==> config.mk <==
export PLATFORM = sky130hd
export DESIGN_NAME = service_queue_with_undo_history
export DESIGN_NICKNAME = d
export VERILOG_FILES = /design/src/rtl/sqh_pkg.sv /design/src/rtl/sqh_ram.sv /design/src/rtl/sqh_ctrl.sv /design/src/rtl/service_queue_with_undo_history.sv
export SDC_FILE = /design/constraint.sdc
export NUM_CORES = 1
export LEC_CHECK = 0
export ABC_CLOCK_PERIOD_IN_PS = 12100
export BUFFER_PORTS_ARGS = -buffer_cell sky130_fd_sc_hd__buf_4
export CORE_UTILIZATION = 67
export CTS_CLUSTER_DIAMETER = 60
export DETAILED_ROUTE_END_ITERATION = 6
export PLACE_DENSITY = 0.85
export RECOVER_POWER = 25
export SLEW_MARGIN = 5
export SYNTH_ARGS = -nofsm -noshare
export SYNTH_HDL_FRONTEND = slang
export SYNTH_HIERARCHICAL = 1
export SYNTH_SLANG_ARGS = --single-unit
==> constraint.sdc <==
create_clock -name clk -period 12.1 [get_ports clk]
set_input_delay 2.42 -clock clk [delete_from_list [all_inputs] [get_ports clk]]
set_output_delay 2.42 -clock clk [all_outputs]
set_load 0.02 [all_outputs]
==> src/rtl/sqh_pkg.sv <==
package sqh_pkg;

    localparam int QUEUE_DEPTH   = 16;
    localparam int HISTORY_DEPTH = 16;
    localparam int ID_BITS       = 16;

    localparam int ID_PORT_W  = 16;
    localparam int AGE_W      = 7;
    localparam int GAP_CFG_W  = 5;
    localparam int CNT_PORT_W = 5;

    localparam int QPTR_W = $clog2(QUEUE_DEPTH);
    localparam int QCNT_W = $clog2(QUEUE_DEPTH + 1);
    localparam int QSUM_W = QCNT_W + 1;
    localparam int HPTR_W = $clog2(HISTORY_DEPTH);
    localparam int HCNT_W = $clog2(HISTORY_DEPTH + 1);
    localparam int SCAN_W = $clog2(QUEUE_DEPTH + HISTORY_DEPTH + 1);
    localparam int GAP_W  = (QCNT_W > GAP_CFG_W) ? QCNT_W : GAP_CFG_W;

    // commands
    localparam logic [1:0] CMD_ADD   = 2'd0;
    localparam logic [1:0] CMD_SERVE = 2'd1;
    localparam logic [1:0] CMD_UNDO  = 2'd2;

    // status codes
    localparam logic [3:0] ST_OK     = 4'd0;
    localparam logic [3:0] ST_DUP    = 4'd1;
    localparam logic [3:0] ST_YOUNG  = 4'd2;
    localparam logic [3:0] ST_OLD    = 4'd3;
    localparam logic [3:0] ST_GAP    = 4'd4;
    localparam logic [3:0] ST_QEMPTY = 4'd5;
    localparam logic [3:0] ST_HEMPTY = 4'd6;
    localparam logic [3:0] ST_QFULL  = 4'd7;
    localparam logic [3:0] ST_HFULL  = 4'd8;

    // configuration register indexes
    localparam logic [1:0] REG_MIN_AGE = 2'd0;
    localparam logic [1:0] REG_MAX_AGE = 2'd1;
    localparam logic [1:0] REG_GAP     = 2'd2;

    localparam logic [AGE_W-1:0]     MIN_AGE_RST = 7'd18;
    localparam logic [AGE_W-1:0]     MAX_AGE_RST = 7'd100;
    localparam logic [GAP_CFG_W-1:0] GAP_RST     = 5'd3;

    typedef struct packed {
        logic [ID_BITS-1:0] id;
        logic [AGE_W-1:0]   age;
        logic               cls;
    } entry_t;

    localparam int ENTRY_W = $bits(entry_t);

    typedef struct packed {
        logic [AGE_W-1:0]     min_age;
        logic [AGE_W-1:0]     max_age;
        logic [GAP_CFG_W-1:0] gap;
    } cfg_t;

    typedef struct packed {
        logic              we;
        logic [QPTR_W-1:0] waddr;
        logic [QPTR_W-1:0] raddr;
        entry_t            wdata;
    } qmem_req_t;

    typedef struct packed {
        logic              we;
        logic [HPTR_W-1:0] waddr;
        logic [HPTR_W-1:0] raddr;
        entry_t            wdata;
    } hmem_req_t;

    typedef struct packed {
        logic [3:0]        status;
        entry_t            moved;
        logic [QCNT_W-1:0] waiting;
        logic [HCNT_W-1:0] history;
        logic [QCNT_W-1:0] men;
        logic [QCNT_W-1:0] women;
    } rsp_t;

    // Queue slot base + k, wrapped once; base < depth and k <= depth.
    function automatic logic [QPTR_W-1:0] qwrap(input logic [QPTR_W-1:0] base,
                                                input logic [QCNT_W-1:0] k);
        logic [QSUM_W-1:0] sum;
        sum = QSUM_W'(base) + QSUM_W'(k);
        if (sum >= QSUM_W'(QUEUE_DEPTH))
        begin
            sum = sum - QSUM_W'(QUEUE_DEPTH);
        end
        return sum[QPTR_W-1:0];
    endfunction

    // Port id to stored id width.
    function automatic logic [ID_BITS-1:0] id_in(input logic [ID_PORT_W-1:0] x);
        logic [ID_BITS+ID_PORT_W-1:0] t;
        t = {{ID_BITS{1'b0}}, x};
        return t[ID_BITS-1:0];
    endfunction

    // Stored id to port width.
    function automatic logic [ID_PORT_W-1:0] id_out(input logic [ID_BITS-1:0] x);
        logic [ID_BITS+ID_PORT_W-1:0] t;
        t = {{ID_PORT_W{1'b0}}, x};
        return t[ID_PORT_W-1:0];
    endfunction

endpackage

==> src/rtl/sqh_ram.sv <==
module sqh_ram
#(
    parameter int DEPTH = 16,
    parameter int WIDTH = 24
)
(
    input  logic                     clk,
    input  logic                     we,
    input  logic [$clog2(DEPTH)-1:0] waddr,
    input  logic [WIDTH-1:0]         wdata,
    input  logic [$clog2(DEPTH)-1:0] raddr,
    output logic [WIDTH-1:0]         rdata
);

    logic [WIDTH-1:0] mem [DEPTH];

    always_ff @(posedge clk)
    begin
        if (we)
        begin
            mem[waddr] <= wdata;
        end
    end

    always_ff @(posedge clk)
    begin
        rdata <= mem[raddr];
    end

endmodule

==> src/rtl/sqh_ctrl.sv <==
module sqh_ctrl
    import sqh_pkg::*;
(
    input  logic                 clk,
    input  logic                 rst_n,
    input  logic                 start,
    input  logic [1:0]           command,
    input  logic [ID_PORT_W-1:0] entry_id,
    input  logic [AGE_W-1:0]     entry_age,
    input  logic                 entry_class,
    input  cfg_t                 cfg,
    output qmem_req_t            qreq,
    input  entry_t               qrd,
    output hmem_req_t            hreq,
    input  entry_t               hrd,
    output logic                 busy,
    output logic                 done,
    output rsp_t                 rsp
);

    typedef enum logic [3:0] {
        S_IDLE   = 4'b0001,
        S_SCAN   = 4'b0010,
        S_FETCH  = 4'b0100,
        S_DECIDE = 4'b1000
    } state_t;

    state_t              state_reg, state_next;
    logic [1:0]          cmd_reg;
    entry_t              ent_reg;
    logic [SCAN_W-1:0]   scan_reg, scan_next;
    logic                pend_reg, pend_next;
    logic                pend_hist_reg, pend_hist_next;
    logic                dup_reg, dup_next;
    logic [QPTR_W-1:0]   head_reg, head_next;
    logic [QCNT_W-1:0]   qfill_reg, qfill_next;
    logic [HCNT_W-1:0]   hfill_reg, hfill_next;
    logic [QCNT_W-1:0]   men_reg, men_next;
    logic [QCNT_W-1:0]   women_reg, women_next;
    logic                done_reg;
    rsp_t                rsp_reg, rsp_next;

    logic                accept;
    logic [SCAN_W-1:0]   total;
    logic                issue;
    logic                in_queue;
    logic [SCAN_W-1:0]   hidx;
    logic [QPTR_W-1:0]   qidx;
    logic [ID_BITS-1:0]  cmp_id;
    logic                match;
    logic [QCNT_W-1:0]   own, other;
    logic [3:0]          status;
    entry_t              moved;

    assign accept = start && (state_reg == S_IDLE);
    assign busy   = (state_reg != S_IDLE);
    assign done   = done_reg;
    assign rsp    = rsp_reg;

    // scan walk: queue entries first, then history entries
    assign total    = SCAN_W'(qfill_reg) + SCAN_W'(hfill_reg);
    assign issue    = scan_reg < total;
    assign in_queue = scan_reg < SCAN_W'(qfill_reg);
    assign hidx     = scan_reg - SCAN_W'(qfill_reg);
    assign qidx     = qwrap(head_reg, scan_reg[QCNT_W-1:0]);

    // shared id comparator, fed one word per cycle
    assign cmp_id = pend_hist_reg ? hrd.id : qrd.id;
    assign match  = pend_reg && (cmp_id == ent_reg.id);

    assign own   = ent_reg.cls ? women_reg : men_reg;
    assign other = ent_reg.cls ? men_reg : women_reg;

    always_comb
    begin
        state_next     = state_reg;
        scan_next      = scan_reg;
        pend_next      = 1'b0;
        pend_hist_next = pend_hist_reg;
        dup_next       = dup_reg;
        qreq           = '0;
        hreq           = '0;
        qreq.raddr     = head_reg;
        hreq.raddr     = hidx[HPTR_W-1:0];
        unique case (state_reg)
            S_IDLE:
            begin
                if (start)
                begin
                    scan_next = '0;
                    dup_next  = 1'b0;
                    unique case (command)
                        CMD_ADD:              state_next = S_SCAN;
                        CMD_SERVE, CMD_UNDO:  state_next = S_FETCH;
                        default:              state_next = S_DECIDE;
                    endcase
                end
            end
            S_SCAN:
            begin
                dup_next = dup_reg || match;
                if (issue)
                begin
                    qreq.raddr     = qidx;
                    pend_next      = 1'b1;
                    pend_hist_next = !in_queue;
                    scan_next      = scan_reg + SCAN_W'(1);
                end
                else
                begin
                    state_next = S_DECIDE;
                end
            end
            S_FETCH:
            begin
                hreq.raddr = HPTR_W'(hfill_reg - HCNT_W'(1));
                state_next = S_DECIDE;
            end
            S_DECIDE:
            begin
                state_next = S_IDLE;
            end
            default:
            begin
                state_next = S_IDLE;
            end
        endcase

        // outcome of the command, applied only in the decide step
        status     = ST_OK;
        moved      = '0;
        head_next  = head_reg;
        qfill_next = qfill_reg;
        hfill_next = hfill_reg;
        men_next   = men_reg;
        women_next = women_reg;
        unique case (cmd_reg)
            CMD_ADD:
            begin
                priority if (dup_reg)
                    status = ST_DUP;
                else if (ent_reg.age < cfg.min_age)
                    status = ST_YOUNG;
                else if (ent_reg.age > cfg.max_age)
                    status = ST_OLD;
                else if ((own > other) && (GAP_W'(own - other) > GAP_W'(cfg.gap)))
                    status = ST_GAP;
                else if (qfill_reg == QCNT_W'(QUEUE_DEPTH))
                    status = ST_QFULL;
                else
                begin
                    moved       = ent_reg;
                    qreq.waddr  = qwrap(head_reg, qfill_reg);
                    qreq.wdata  = ent_reg;
                    qreq.we     = (state_reg == S_DECIDE);
                    qfill_next  = qfill_reg + QCNT_W'(1);
                    if (ent_reg.cls)
                        women_next = women_reg + QCNT_W'(1);
                    else
                        men_next = men_reg + QCNT_W'(1);
                end
            end
            CMD_SERVE:
            begin
                priority if (qfill_reg == '0)
                    status = ST_QEMPTY;
                else if (hfill_reg == HCNT_W'(HISTORY_DEPTH))
                    status = ST_HFULL;
                else
                begin
                    moved      = qrd;
                    head_next  = qwrap(head_reg, QCNT_W'(1));
                    qfill_next = qfill_reg - QCNT_W'(1);
                    hreq.waddr = hfill_reg[HPTR_W-1:0];
                    hreq.wdata = qrd;
                    hreq.we    = (state_reg == S_DECIDE);
                    hfill_next = hfill_reg + HCNT_W'(1);
                    if (qrd.cls)
                        women_next = women_reg - QCNT_W'(1);
                    else
                        men_next = men_reg - QCNT_W'(1);
                end
            end
            CMD_UNDO:
            begin
                priority if (hfill_reg == '0)
                    status = ST_HEMPTY;
                else if (qfill_reg == QCNT_W'(QUEUE_DEPTH))
                    status = ST_QFULL;
                else
                begin
                    moved      = hrd;
                    hfill_next = hfill_reg - HCNT_W'(1);
                    head_next  = (head_reg == '0) ? QPTR_W'(QUEUE_DEPTH - 1)
                                                  : head_reg - QPTR_W'(1);
                    qreq.waddr = head_next;
                    qreq.wdata = hrd;
                    qreq.we    = (state_reg == S_DECIDE);
                    qfill_next = qfill_reg + QCNT_W'(1);
                    if (hrd.cls)
                        women_next = women_reg + QCNT_W'(1);
                    else
                        men_next = men_reg + QCNT_W'(1);
                end
            end
            default:
            begin
                status = ST_OK;
            end
        endcase

        rsp_next.status  = status;
        rsp_next.moved   = moved;
        rsp_next.waiting = qfill_next;
        rsp_next.history = hfill_next;
        rsp_next.men     = men_next;
        rsp_next.women   = women_next;
    end

    always_ff @(posedge clk or negedge rst_n)
    begin
        if (!rst_n)
        begin
            state_reg <= S_IDLE;
            pend_reg  <= 1'b0;
            dup_reg   <= 1'b0;
            scan_reg  <= '0;
            head_reg  <= '0;
            qfill_reg <= '0;
            hfill_reg <= '0;
            men_reg   <= '0;
            women_reg <= '0;
            done_reg  <= 1'b0;
        end
        else
        begin
            state_reg <= state_next;
            pend_reg  <= pend_next;
            dup_reg   <= dup_next;
            scan_reg  <= scan_next;
            done_reg  <= (state_reg == S_DECIDE);
            if (state_reg == S_DECIDE)
            begin
                head_reg  <= head_next;
                qfill_reg <= qfill_next;
                hfill_reg <= hfill_next;
                men_reg   <= men_next;
                women_reg <= women_next;
            end
        end
    end

    always_ff @(posedge clk)
    begin
        pend_hist_reg <= pend_hist_next;
        if (accept)
        begin
            cmd_reg     <= command;
            ent_reg.id  <= id_in(entry_id);
            ent_reg.age <= entry_age;
            ent_reg.cls <= entry_class;
        end
        if (state_reg == S_DECIDE)
        begin
            rsp_reg <= rsp_next;
        end
    end

endmodule

==> src/rtl/service_queue_with_undo_history.sv <==
// Service queue with undo history. A command is taken when start is high
// and busy is low; its single result word appears for exactly one cycle
// with done high and must be captured then, since the receiver cannot hold
// it off. An add scans every waiting and history entry for a duplicate id
// through one shared comparator, one entry per cycle, before it decides.
// Serve and undo fetch one entry; an unused command code goes straight to
// the decide step. The counts reported with each word are those after the
// command. Configuration writes are always ready and are meant to land
// only while the block is idle.
module service_queue_with_undo_history
    import sqh_pkg::*;
(
    input  logic                  clk,
    input  logic                  rst_n,
    // command channel
    input  logic                  start,
    output logic                  busy,
    input  logic [1:0]            command,
    input  logic [ID_PORT_W-1:0]  entry_id,
    input  logic [AGE_W-1:0]      entry_age,
    input  logic                  entry_class,
    // result channel
    output logic                  done,
    output logic [3:0]            status,
    output logic [ID_PORT_W-1:0]  moved_id,
    output logic [AGE_W-1:0]      moved_age,
    output logic                  moved_class,
    output logic [CNT_PORT_W-1:0] waiting_count,
    output logic [CNT_PORT_W-1:0] history_count,
    output logic [CNT_PORT_W-1:0] men_waiting,
    output logic [CNT_PORT_W-1:0] women_waiting,
    // configuration write channel
    input  logic                  cfg_valid,
    output logic                  cfg_ready,
    input  logic [1:0]            cfg_index,
    input  logic [AGE_W-1:0]      cfg_data
);

    cfg_t      cfg_reg;
    qmem_req_t qreq;
    hmem_req_t hreq;
    logic [ENTRY_W-1:0] qrd_raw, hrd_raw;
    rsp_t      rsp;

    // Configuration registers: take every write at once; unknown indexes drop.
    assign cfg_ready = 1'b1;

    always_ff @(posedge clk or negedge rst_n)
    begin
        if (!rst_n)
        begin
            cfg_reg.min_age <= MIN_AGE_RST;
            cfg_reg.max_age <= MAX_AGE_RST;
            cfg_reg.gap     <= GAP_RST;
        end
        else if (cfg_valid && cfg_ready)
        begin
            unique case (cfg_index)
                REG_MIN_AGE: cfg_reg.min_age <= cfg_data;
                REG_MAX_AGE: cfg_reg.max_age <= cfg_data;
                REG_GAP:     cfg_reg.gap     <= cfg_data[GAP_CFG_W-1:0];
                default:     cfg_reg.gap     <= cfg_reg.gap;
            endcase
        end
    end

    // Sequencer with the shared id comparator, counters and result register.
    sqh_ctrl u_ctrl (
        .clk         (clk),
        .rst_n       (rst_n),
        .start       (start),
        .command     (command),
        .entry_id    (entry_id),
        .entry_age   (entry_age),
        .entry_class (entry_class),
        .cfg         (cfg_reg),
        .qreq        (qreq),
        .qrd         (entry_t'(qrd_raw)),
        .hreq        (hreq),
        .hrd         (entry_t'(hrd_raw)),
        .busy        (busy),
        .done        (done),
        .rsp         (rsp)
    );

    // Waiting queue: circular buffer addressed from the head pointer.
    sqh_ram #(
        .DEPTH (QUEUE_DEPTH),
        .WIDTH (ENTRY_W)
    ) u_queue_mem (
        .clk   (clk),
        .we    (qreq.we),
        .waddr (qreq.waddr),
        .wdata (qreq.wdata),
        .raddr (qreq.raddr),
        .rdata (qrd_raw)
    );

    // History: a stack whose top is one below the fill count.
    sqh_ram #(
        .DEPTH (HISTORY_DEPTH),
        .WIDTH (ENTRY_W)
    ) u_history_mem (
        .clk   (clk),
        .we    (hreq.we),
        .waddr (hreq.waddr),
        .wdata (hreq.wdata),
        .raddr (hreq.raddr),
        .rdata (hrd_raw)
    );

    // Drive the result word from the registered response.
    assign status        = rsp.status;
    assign moved_id      = id_out(rsp.moved.id);
    assign moved_age     = rsp.moved.age;
    assign moved_class   = rsp.moved.cls;
    assign waiting_count = CNT_PORT_W'(rsp.waiting);
    assign history_count = CNT_PORT_W'(rsp.history);
    assign men_waiting   = CNT_PORT_W'(rsp.men);
    assign women_waiting = CNT_PORT_W'(rsp.women);

endmodule

-- After elaboration in Yosys (flattened, before gate mapping)
Memory sizes are Yosys's and may differ from the RTL's. A register that Yosys moved wholly into a read port is not among the register bits.
Index checks and enable logic that the tools add are counted.
- memory bits (read-only): 0
- memories kept: 2
- output and inout bits: 51
- latch bits: 0
- RAM bits: 768
- input port bits: 39
- register bits: 131
- logic and storage cells: 201
- memory list (name ; depth ; width ; read ports ; clocked after memory_dff ; wr ports ; line ; RTL):
    u_history_mem.mem ; 16 ; 24 ; 1 ; 1 ; 1 ; sqh_ram.sv:15 ; logic [WIDTH-1:0] mem [DEPTH];
    u_queue_mem.mem ; 16 ; 24 ; 1 ; 1 ; 1 ; sqh_ram.sv:15 ;
- bitwise logic cells: 0
- div/mod/pow operators: 0
- multipliers: 0
- shifts and indexed selects: 0
- magnitude comparators: 9
- add/sub/neg operators: 19
- eq/ne operators: 21
- multiplexer cells: 102
- reduce and logical (&&, ||, !) cells: 22
- operator list (operator ; count):
    $mux 24 ; 10
    $mux 5 ; 48
    $mux 4 ; 19
    $pmux 24 s3 ; 1
    $pmux 24 s2 ; 1
    $pmux 5 s3 ; 3
    $pmux 4 s3 ; 2
    $add 5x1->5 const B ; 4
    $pmux 5 s2 ; 2
    $sub 5x1->5 const B ; 4
    $eq 16x16->1 ; 1
    $mux 16 ; 1
    $pmux 4 s2 ; 2
    $sub 4x1->4 const B ; 4
    $add 4x5->6 ; 2
    $ge 6x5->1 const B ; 2
    $mux 6 ; 2
    $ne 2x2->1 const B ; 6
    $pmux 6 s2 ; 1
    $reduce_and 2->1 ; 6
    $eq 5x5->1 const B ; 2
    $gt 5x5->1 ; 2
    $logic_not 5->1 ; 2
    $gt 7x7->1 ; 1
    other kinds (29) ; 45

-- Longest topological paths before layout
- depth in word-level cells: 11
- gate-level depth with buffers: 23
- gate-level depth less buffers: 21

-- Hierarchy
The synthesis kept the hierarchy.
- modules (own cells, without submodules) (module ; area an instance (um^2) ; seq. area each (um^2) ; instances ; cells an instance):
    sqh_ram ; 14930.6 ; 12011.5 ; 2 ; 636
    sqh_ctrl ; 8378.0 ; 3179.3 ; 1 ; 911
    service_queue_with_undo_history ; 747.0 ; 484.2 ; 1 ; 43

-- Least setup slack after synthesis
Ideal clock, no wire load.
- path kind: reg2reg
- start point: register u_ctrl/ent_reg[0] in the netlist's numbering
- end point: memory u_queue_mem.mem[0][0] (enable)
- library setup time: 0.435 ns
- path slack: 5.857 ns
- stages on the path, launching flop included: 23
- path buffers: 2
- data arrival time: 5.808 ns
- cell sequence: edfxtp_1 > buf_2 > clkinv_1 > o21a_1 > ha_1 > o21ai_0 > a21oi_1 > nor2_1 > mux2i_1 > mux2_2 > xnor2_1 > ha_1 > and3_1 > o21ai_0 > a32oi_1 > o21ai_1 > nand3_2 > nor2_4 > buf_4 > nand2_1 > a21oi_1 > or3b_2 > nor3_1
- RTL lines (what ; line ; RTL):
    start: declaration ; sqh_ctrl.sv:30 ; entry_t ent_reg;
    end: declaration ; sqh_ram.sv:15 ;

==> results.json <==
{
  "worst_slack_ns": 4.955,
  "fp-row-count": 88,
  "ios": 90,
  "root_buffer": "clkbuf_16",
  "fillers": 2978,
  "dp_hpwl_um": 56330,
  "cp_slowest_stage_delay_ns": 0.84,
  "power_density_nw_per_um2": 238.5,
  "grt_pass1_vias": 23480,
  "htree_levels": 3,
  "die_area_um2": 59160,
  "numClockSinks": 947,
  "finClkSkew_ns": 0.04369,
  "total_power_mw": 10.36,
  "ys_types": 95,
  "cp.arrival_ns": 7.47,
  "rsz0062_at_grt": "no",
  "synth_flop_cell": "edfxtp_1",
  "post-route-drc-count": 0,
  "critPathCaptureType": "flop",
  "ys_seq_area_share_pct": 71.02,
  "fin_crit_ns": 7.145,
  "antenna_left": 0,
  "worst_pin_slew_ns": 3.547,
  "synth_seq_cells": 947,
  "first_pass_iters": 6,
  "async_flop_share_pct": 5.913,
  "crit_chain": "clkinv_1 > o21a_1 > ha_1 > o21ai_0 > a21oi_1 > nor2_1 > mux2i_1 > mux2_2 > xnor2_1 > ha_1 > and3_1 > o21ai_0 > a32oi_1 > o21ai_1 > nand3_2 > nor2_4 > nand2_1 > a21oi_1 > nand3b_1 > nor3_2 > buf_4",
  "core_um2": 57590,
  "antenna_cells": 0,
  "finalMaxSlewViolations": 354,
  "crit_type": "flop to flop",
  "drv_cap": 11,
  "p_leak_nw": 15.18,
  "place_ws_ns": 5.340,
  "avgSynthCellArea_um2": 17.51,
  "setup_viol": 0,
  "synth_edf_count": 843,
  "routed_via_density": 7.225,
  "finalSetupTns_ns": 0,
  "crit_path_top_delay_cell": "nor2_4",
  "die-width_um": 243.2,
  "violations": "capacitance limit, slew limit",
  "synthCells": 2226,
  "start_util_pct": 67.70,
  "grt.overflow.total": 0,
  "cts_resized": 0,
  "grtUsageTotal_pct": 36.14,
  "cp.required_ns": 12.42,
  "syn_area_um2": 38990,
  "cts.clk_slew.worst_paths_ns": 0.06,
  "area_delta_synth_final_pct": 11.40,
  "syn_nets": 2328,
  "fp.dieH_um": 243.2,
  "routed-via-count": 23010,
  "post_drt_wl_per_cell_um": 32.80,
  "ir_drop_mv": 0.2756,
  "gp_congestion": 0.9309,
  "clkLatencyLatePin_ns": 0.67,
  "fin_nets": 2445,
  "port_buffers": 88,
  "grt_pass1_wl_um": 154500,
  "cp-start-kind": "flop",
  "fin_util_pct": 75.42,
  "timing.final.crit_share_pct": 59.05,
  "drt_iter0_markers": 3243,
  "hold_buffers": 0,
  "finalWirelength_um": 104500,
  "ys_warn_count": 6,
  "critPathMaxFanout": 28,
  "hold_viol": 0,
  "min-delay-path-class": "flop to flop",
  "post_cts_buffers": 0,
  "antenna_found_initial": 0,
  "grt_start_max_net_pins": 97,
  "cts_tree": "done",
  "fmax_mhz": 140.0,
  "layout-drive-gt1-share_pct": 20.99,
  "clockBufferDepth": 3,
  "cts_buffers": 92,
  "status": "finished with violations",
  "max-slew-margin-rel_pct": -136.5
}
[metal layers]
metal	GRT usage (%)	up-vias	part of all wire (%)
met2	58.25	2048	49
met3	8.757	406	12
met5	0	-	0
li1	-	9094	-
met1	46.47	11460	34
met4	17.92	0	5.4
[critical path, delay by kind of cell, from the launching register on]
kind,cells,cell delay (ns)
compound gates,7,1.43
fa+ha+maj,2,0.49
buf+inv,2,0.84
xor+xnor,1,0.12
flops,1,0.76
mux,2,0.39
simple gates,7,2.73
[kinds of logic (layout without fill, tap and decap cells)]
family / count (synthesis) / in the layout / share of synthesized area, %
compound gates: 345 / 345 / 6.210
xor+xnor: 59 / 59 / 1.325
fa+ha+maj: 65 / 65 / 2.150
mux: 238 / 238 / 12.35
simple gates: 349 / 349 / 4.448
buf+inv: 222 / 416 / 2.494
other cells: 1 / 1 / 0.009619
flops: 947 / 947 / 71.02
[stage by stage]
stage                     std cells  instance area [µm²]  hold slack, ns
after floorplan                2226                38990          0.4727
after global placement         3014                40620          0.4854
after detailed placement       3014                40620          0.5009
after CTS                      3185                43720          0.5136
after global routing           3185                43430          0.5259
final                          3185                43430          0.5096
[final cells by class]
| cell class | instances | area [µm²] | share of cell area, % |
|---|---|---|---|
| Clock inverter | 48 | 544.3 | 1.253 |
| Sequential cell | 947 | 27690 | 63.75 |
| Clock buffer | 123 | 2562 | 5.900 |
| Timing Repair Buffer | 140 | 815.8 | 1.878 |
| Tap cell | 765 | 957.2 | 2.204 |
| Multi-Input combinational cell | 1057 | 10470 | 24.11 |
| Inverter | 105 | 394.1 | 0.9075 |
[cell usage after synthesis, types with 4 or more instances]
| library cell | count | area share, % |
|---|---|---|
| edfxtp_1 | 843 | 65 |
| mux4_2 | 192 | 11 |
| nand2_1 | 143 | 1.4 |
| a22oi_1 | 101 | 1.9 |
| inv_1 | 100 | 0.96 |
| a21oi_1 | 71 | 0.91 |
| clkbuf_1 | 67 | 0.65 |
| nor2_1 | 66 | 0.64 |
| ha_1 | 59 | 1.9 |
| xnor2_1 | 52 | 1.2 |
| dfrtp_1 | 48 | 3.1 |
| dfxtp_1 | 48 | 2.5 |
| o21ai_0 | 45 | 0.58 |
| buf_2 | 33 | 0.42 |
| nor3_1 | 25 | 0.32 |
| a32oi_1 | 24 | 0.54 |
| mux2_2 | 23 | 0.66 |
| mux2i_1 | 23 | 0.59 |
| nand3_1 | 22 | 0.28 |
| nand2b_1 | 18 | 0.29 |
| a21o_1 | 14 | 0.27 |
| nand4_1 | 12 | 0.19 |
| buf_6 | 11 | 0.32 |
| a22o_1 | 8 | 0.18 |
| a31oi_1 | 8 | 0.13 |
| dfstp_2 | 8 | 0.54 |
| and3_1 | 7 | 0.11 |
| nand3b_1 | 7 | 0.13 |
| nor2b_1 | 7 | 0.11 |
| o21a_1 | 7 | 0.13 |
| xor2_1 | 7 | 0.16 |
| and2_1 | 6 | 0.096 |
| nor4_1 | 6 | 0.096 |
| o31ai_1 | 6 | 0.12 |
| a211oi_1 | 5 | 0.096 |
| o22ai_1 | 5 | 0.080 |
| a41oi_1 | 4 | 0.090 |
| buf_4 | 4 | 0.077 |
| fa_1 | 4 | 0.21 |
| o211ai_1 | 4 | 0.077 |
| o31a_1 | 4 | 0.090 |
[path summary, 6_finish.rpt]
kind                                        start                endpoint  slack (ns)  cells after the start
min in group asynchronous                   rst_n       u_ctrl/men_reg[3]        2.88                      1
worst max-delay path            u_ctrl/ent_reg[0]  u_queue_mem/mem[4][19]        4.95                     21
worst min-delay path                  cfg_reg[15]             cfg_reg[15]        0.51                      1
worst max register to register  u_ctrl/ent_reg[0]  u_queue_mem/mem[4][19]        4.95                     21
max in group asynchronous                   rst_n             cfg_reg[15]        7.33                      1
worst min register to register        cfg_reg[15]             cfg_reg[15]        0.51                      1
[power breakdown]
group / internal, mW / switching, mW / leakage [nW]
registers: 3.94 / 0.206 / 8.98
logic: 1.28 / 1.97 / 4.70
clock network: 1.68 / 1.28 / 1.50
total: 6.90 / 3.46 / 15.2
[cell usage in the layout (no fill, tap or decap), types with 12 or more instances in the layout]
cell         n
dfxtp_1     48
mux4_2     192
nor2_2      26
mux2_2      23
xnor2_1     52
o21ai_0     44
nand3_1     22
inv_1       99
nor3_1      20
mux2i_1     20
nand2b_1    18
a21o_1      14
a32oi_1     24
nand2_1    143
nand4_1     12
clkinv_2    12
buf_4       50
a21oi_1     71
dfrtp_1     48
clkbuf_1    86
ha_1        57
nor2_1      39
a22oi_1    101
clkbuf_16   95
edfxtp_1   843
clkbuf_4    23
Power figures use the tool's default switching activity.
